$ cat src/hw/rtl/pressure_temperature_compensation_top_defines.svh
// assertion macros for the compensation top
`ifndef PRESSURE_TEMPERATURE_COMPENSATION_TOP_DEFINES_SVH
`define PRESSURE_TEMPERATURE_COMPENSATION_TOP_DEFINES_SVH
`ifndef ASSERT_OFF
`define PTC_ASSERT(label, clk, rst, prop, msg) \
  label: assert property (@(posedge clk) disable iff (rst) (prop)) else $error(msg);
`define PTC_ASSERT_RST(label, clk, prop, msg) \
  label: assert property (@(posedge clk) (prop)) else $error(msg);
`else
`define PTC_ASSERT(label, clk, rst, prop, msg)
`define PTC_ASSERT_RST(label, clk, prop, msg)
`endif
`endif

$ cat src/hw/rtl/ptc_pkg.sv
// shared types, constants and helpers for the compensation pipeline
package ptc_pkg;
  localparam int unsigned CfgIdxW = 3;
  localparam logic [CfgIdxW-1:0] REG_T1 = 3'd0;
  localparam logic [CfgIdxW-1:0] REG_T2_T3 = 3'd1;
  localparam logic [CfgIdxW-1:0] REG_P1_P2 = 3'd2;
  localparam logic [CfgIdxW-1:0] REG_P3_P4 = 3'd3;
  localparam logic [CfgIdxW-1:0] REG_P5_P6 = 3'd4;
  localparam logic [CfgIdxW-1:0] REG_P7_P8 = 3'd5;
  localparam logic [CfgIdxW-1:0] REG_P9 = 3'd6;
  localparam int unsigned DivSteps = 32;
  localparam logic [31:0] TfineOffset = 32'd64000;
  localparam logic [31:0] RawFull = 32'd1048576;
  localparam logic [31:0] PScale = 32'd3125;
  localparam logic [31:0] P1Bias = 32'd32768;
  localparam logic [31:0] RoundHalf = 32'd128;

  typedef struct packed {
    logic [19:0] raw_temperature;
    logic [19:0] raw_pressure;
  } in_item_t;

  typedef struct packed {
    logic signed [31:0] temperature_centi;
    logic signed [31:0] fine_temperature;
    logic [31:0] pressure_pa;
    logic divide_by_zero;
  } out_item_t;

  typedef struct packed {
    logic [15:0] t1;
    logic [31:0] t2_t3;
    logic [31:0] p1_p2;
    logic [31:0] p3_p4;
    logic [31:0] p5_p6;
    logic [31:0] p7_p8;
    logic [15:0] p9;
  } cal_t;

  // per-item payload while the divider works
  typedef struct packed {
    logic [31:0] tcenti;
    logic [31:0] tfine;
    logic [31:0] num;
    logic [31:0] den;
    logic        big;
    logic        dz;
  } div_ctx_t;

  function automatic logic [31:0] sx16(input logic [15:0] v);
    return {{16{v[15]}}, v};
  endfunction

  function automatic logic [31:0] asr(input logic [31:0] v, input int unsigned s);
    return 32'($signed(v) >>> s);
  endfunction
endpackage

$ cat src/hw/rtl/ptc_back.sv
// final pressure correction after the divide
module ptc_back
  import ptc_pkg::*;
(
  input  logic      clk,
  input  logic      rst,
  input  logic      en,
  input  logic      in_vld,
  input  div_ctx_t  in_ctx,
  input  logic [31:0] in_p,
  input  cal_t      cal,
  output logic      out_vld,
  output out_item_t out_data
);
  logic [31:0] p7, p8, p9;
  assign p7 = sx16(cal.p7_p8[15:0]);
  assign p8 = sx16(cal.p7_p8[31:16]);
  assign p9 = sx16(cal.p9);

  logic [1:0] v;
  logic [31:0] b1_p, b1_qq, b1_b, b1_tc, b1_tf;
  logic [31:0] b2_p, b2_a, b2_b, b2_tc, b2_tf;
  logic b1_dz, b2_dz;
  logic [31:0] q;
  assign q = in_p >> 3;

  always_ff @(posedge clk) begin
    if (rst) begin
      v <= '0;
      out_vld <= 1'b0;
    end else if (en) begin
      v <= {v[0], in_vld};
      out_vld <= v[1];
    end
  end

  always_ff @(posedge clk) begin
    if (en) begin
      b1_p <= in_p;
      b1_qq <= q * q;
      b1_b <= (in_p >> 2) * p8;
      b1_tc <= in_ctx.tcenti;
      b1_tf <= in_ctx.tfine;
      b1_dz <= in_ctx.dz;

      b2_p <= b1_p;
      b2_a <= p9 * (b1_qq >> 13);
      b2_b <= asr(b1_b, 13);
      b2_tc <= b1_tc;
      b2_tf <= b1_tf;
      b2_dz <= b1_dz;

      out_data.temperature_centi <= b2_tc;
      out_data.fine_temperature <= b2_tf;
      out_data.divide_by_zero <= b2_dz;
      out_data.pressure_pa <= b2_dz ? 32'd0 :
          b2_p + asr(asr(b2_a, 12) + b2_b + p7, 4);
    end
  end
endmodule

$ cat config.mk
export PLATFORM = sky130hd
export DESIGN_NAME = ptc_back
export DESIGN_NICKNAME = d
export VERILOG_FILES = /design/src/hw/rtl/pressure_temperature_compensation_top_defines.svh /design/src/hw/rtl/ptc_pkg.sv /design/src/hw/rtl/ptc_back.sv
export SDC_FILE = /design/constraint.sdc
export NUM_CORES = 2
export LEC_CHECK = 0
export ABC_AREA = 1
export BUFFER_PORTS_ARGS = -buffer_cell sky130_fd_sc_hd__buf_2
export CAP_MARGIN = 20
export CORE_AREA = 3 3 325 327
export DETAILED_ROUTE_END_ITERATION = 12
export DIE_AREA = 0 0 328 330
export PLACE_DENSITY = 0.78
export SYNTH_ARGS = -nofsm -noshare
export SYNTH_HDL_FRONTEND = slang
export SYNTH_SLANG_ARGS = --single-unit
$ cat constraint.sdc
create_clock -name clk -period 6.27 [get_ports clk]
set_clock_uncertainty 0.2 [all_clocks]
set_input_delay 0.3135 -clock clk [delete_from_list [all_inputs] [get_ports clk]]
set_output_delay 0.3135 -clock clk [all_outputs]
set_load 0.05 [all_outputs]
==> results.tsv <==
metric	value	unit
hold_depth	2	
worstPathMaxFanout	5	
relSlewSlack	34.3	%
postSynthAreaPerCell	8.84	sq um
grt_pass1_wl	217000	um
syn2layout_area_growth	16.5	%
cts_tree	done	
tightest_slew	0.985	ns
dpl_cell_area	0.0573	sq mm
synth_ff_type	edfxtp_1	
maxCapViolCount	0	
yosys_warnings	0	
drive_above_1_share	13.9	%
synthArstFlopShare	0	%
synth_cell_types	51	
crit_chain	buf_8, buf_12, buf_4, nand2_1, inv_1, fa_1, fa_1, fa_1, inv_1, fa_1, inv_1, fa_1, fa_2, fa_2, fa_2, ha_4, a21oi_1, o21ai_2, a21oi_1, o211ai_1, buf_4, nand3_1, nand2_1	
finalSetupTns	0	ns
cts.htree.levels	2	
postLayoutSetupSlackWorst	0.179	ns
start_util	49.8	%
period_share	97.2	%
antenna_found_initial	16	
post-place-ws	-0.576	ns
reg2reg_depth	23	
vias	39500	
root_buffer	clkbuf_16	
drtIter0Drc	3026	
reg2reg_to	b2_a[29]	
path_class	in -> reg	
die_w	328	um
cp_slowest_cell	fa_2	
dp_hpwl	113000	um
fin_area	0.0599	sq mm
grt_pass1_vias	42100	
setup_viol_count_final	0	
dr.pass1.iters	6	
yosysMostFrequentCell	inv_1	
startpoint_type	primary input	
status	finished clean	
nets	8073	
finalWirelength	136000	um
port_buffers	246	
min_from	in_p[11]	
crit_path_max_incr_delay	0.59	ns
cp.required	6.37	ns
syn_nets	7457	
io_pins	456	
hold_end	b1_p[11]	
gp_congestion	0.934	
core-area	0.103	sq mm
grt_max_degree	187	
cp-end-kind	flip-flop	
rsz0062_at_grt	yes	
yosys.area.top_type	fa_1	
rr_startpoint	b1_qq[20]	
wl_per_cell	17.4	um
track_usage	25.5	%
clk_pin_slew	0.06	ns
cp.arrival	6.19	ns
clk_latency	0.55	ns
route.detailed.drc	0	
cts.sinks	371	
finalHoldViolCount	0	
dpl.cell_count	7677	
fmax	0.164	GHz
fin_crit	6.09	ns
cts_buffers	38	
dieHeight	330	um
finalNonFillerCells	7846	
rows	118	
slew_violations	0	
synth_top_area_share	36.0	%
reg2reg_slack	0.23	ns
synthTopCellsByCount	1711 x inv_1, 1415 x nand2_1, 923 x fa_1, 368 x edfxtp_1, 365 x ha_1	
max-clock-path-buffers	3	
yosysSeqAreaShare	21.6	%
cpMostUsedCell	fa_1	
synth-seq-cells	371	
viasPerCell	5.04	
dieArea	0.108	sq mm
synthTopCellsByArea	fa_1 36%, edfxtp_1 22%, inv_1 12%, nand2_1 10%, ha_1 8.9%	
min_path_type	in -> reg	
synth_edf_count	368	
ant_nets	0	
grt_overflow	0	
synthesis.area	0.0514	sq mm
synth_cells	5811	
-- cell families (layout without fill, tap and decap cells) --
kind of cell / count (synthesis) / after routing / share of synthesized area, %
xor gates and xnor gates: 93 / 93 / 1.59
other: 0 / 10 / 0
buffers and inverters: 1902 / 2547 / 14.0
DFF: 371 / 371 / 21.6
AOI/OAI and AO/OA: 361 / 361 / 4.03
adders and majority gates: 1288 / 1288 / 44.8
and+or+nand+nor: 1796 / 1796 / 13.9
-- flip-flops by register name, summed over array words and instances (netlist names) --
name and cells:
b1_b 19, b1_dz 1, b1_p 32, b1_qq 19, b1_tc 32, b1_tf 32, b2_a 20, b2_b 19
b2_dz 1, b2_p 32, b2_tc 32, b2_tf 32, out_data 97, out_vld 1, v 2
-- final cells by class --
type | instances | area (sq um)
antenna | 10 | 25.0
clock buffer | 44 | 1040
clock inverter | 25 | 250
fill | 8626 | 43300
inverter | 1712 | 6430
multi-input combinational | 3538 | 33500
sequential | 371 | 11100
tap | 1380 | 1730
timing repair buffer | 766 | 5730
-- cell usage in the layout (no fill, tap or decap), types with 29 or more instances in the layout --
cell / count
edfxtp_1: 368
nor2_1: 159
xor2_1: 64
fa_1: 906
o21ai_0: 71
xnor2_1: 29
dlygate4sd3_1: 72
ha_1: 348
clkbuf_16: 43
buf_2: 228
nand3_1: 115
a21oi_1: 171
nand2_1: 1395
buf_4: 425
inv_1: 1701
-- how the worst max path moves through the flow --
stage | startpoint | endpoint | slack [ns] | cells past startpoint
after CTS | in_p[21] | b1_qq[30] | 0.006 | 25
after global routing | in_p[15] | b1_qq[22] | -0.09 | 26
after global placement | in_p[21] | b1_qq[30] | -0.50 | 25
after floorplan | in_p[11] | b1_qq[27] | -0.01 | 23
final | in_p[17] | b1_qq[31] | 0.18 | 23
after detailed placement | in_p[21] | b1_qq[30] | -0.58 | 25
-- per-stage QoR --
stage / hold slack (ns) / util (%)
5_1_grt: 0.0122 / 58.0
4_1_cts: 0.0328 / 57.5
2_1_floorplan: 0.183 / -
3_5_place_dp: 0.205 / 55.5
6_report: 0.0355 / 58.0
3_3_place_gp: 0.200 / 55.5
-- timing repair --
item,CTS,global route
resized for setup,0,106
endpoints found under the setup margin,0,31
setup buffers,0,16
hold buffers,71,1
endpoints found under the hold margin,107,1
-- layer usage --
| layer | part of all wire, % | track usage (%) | wire, um |
|---|---|---|---|
| met4 | 4.0 | 10.1 | 5450 |
| met5 | 0.071 | 0 | 97 |
| met1 | 40 | 32.0 | 54100 |
| met3 | 7.8 | 5.07 | 10700 |
| met2 | 48 | 43.5 | 66100 |
-- critical path: cells and delay by family --
family	cells	cell delay, ns
fa+ha+maj	9	4.27
simple gates	3	0.19
compound gates	4	0.64
buf+inv	7	0.74
Power is not shown: default switching activity piles up to over one toggle a cycle in this logic, so the estimate is an artifact.
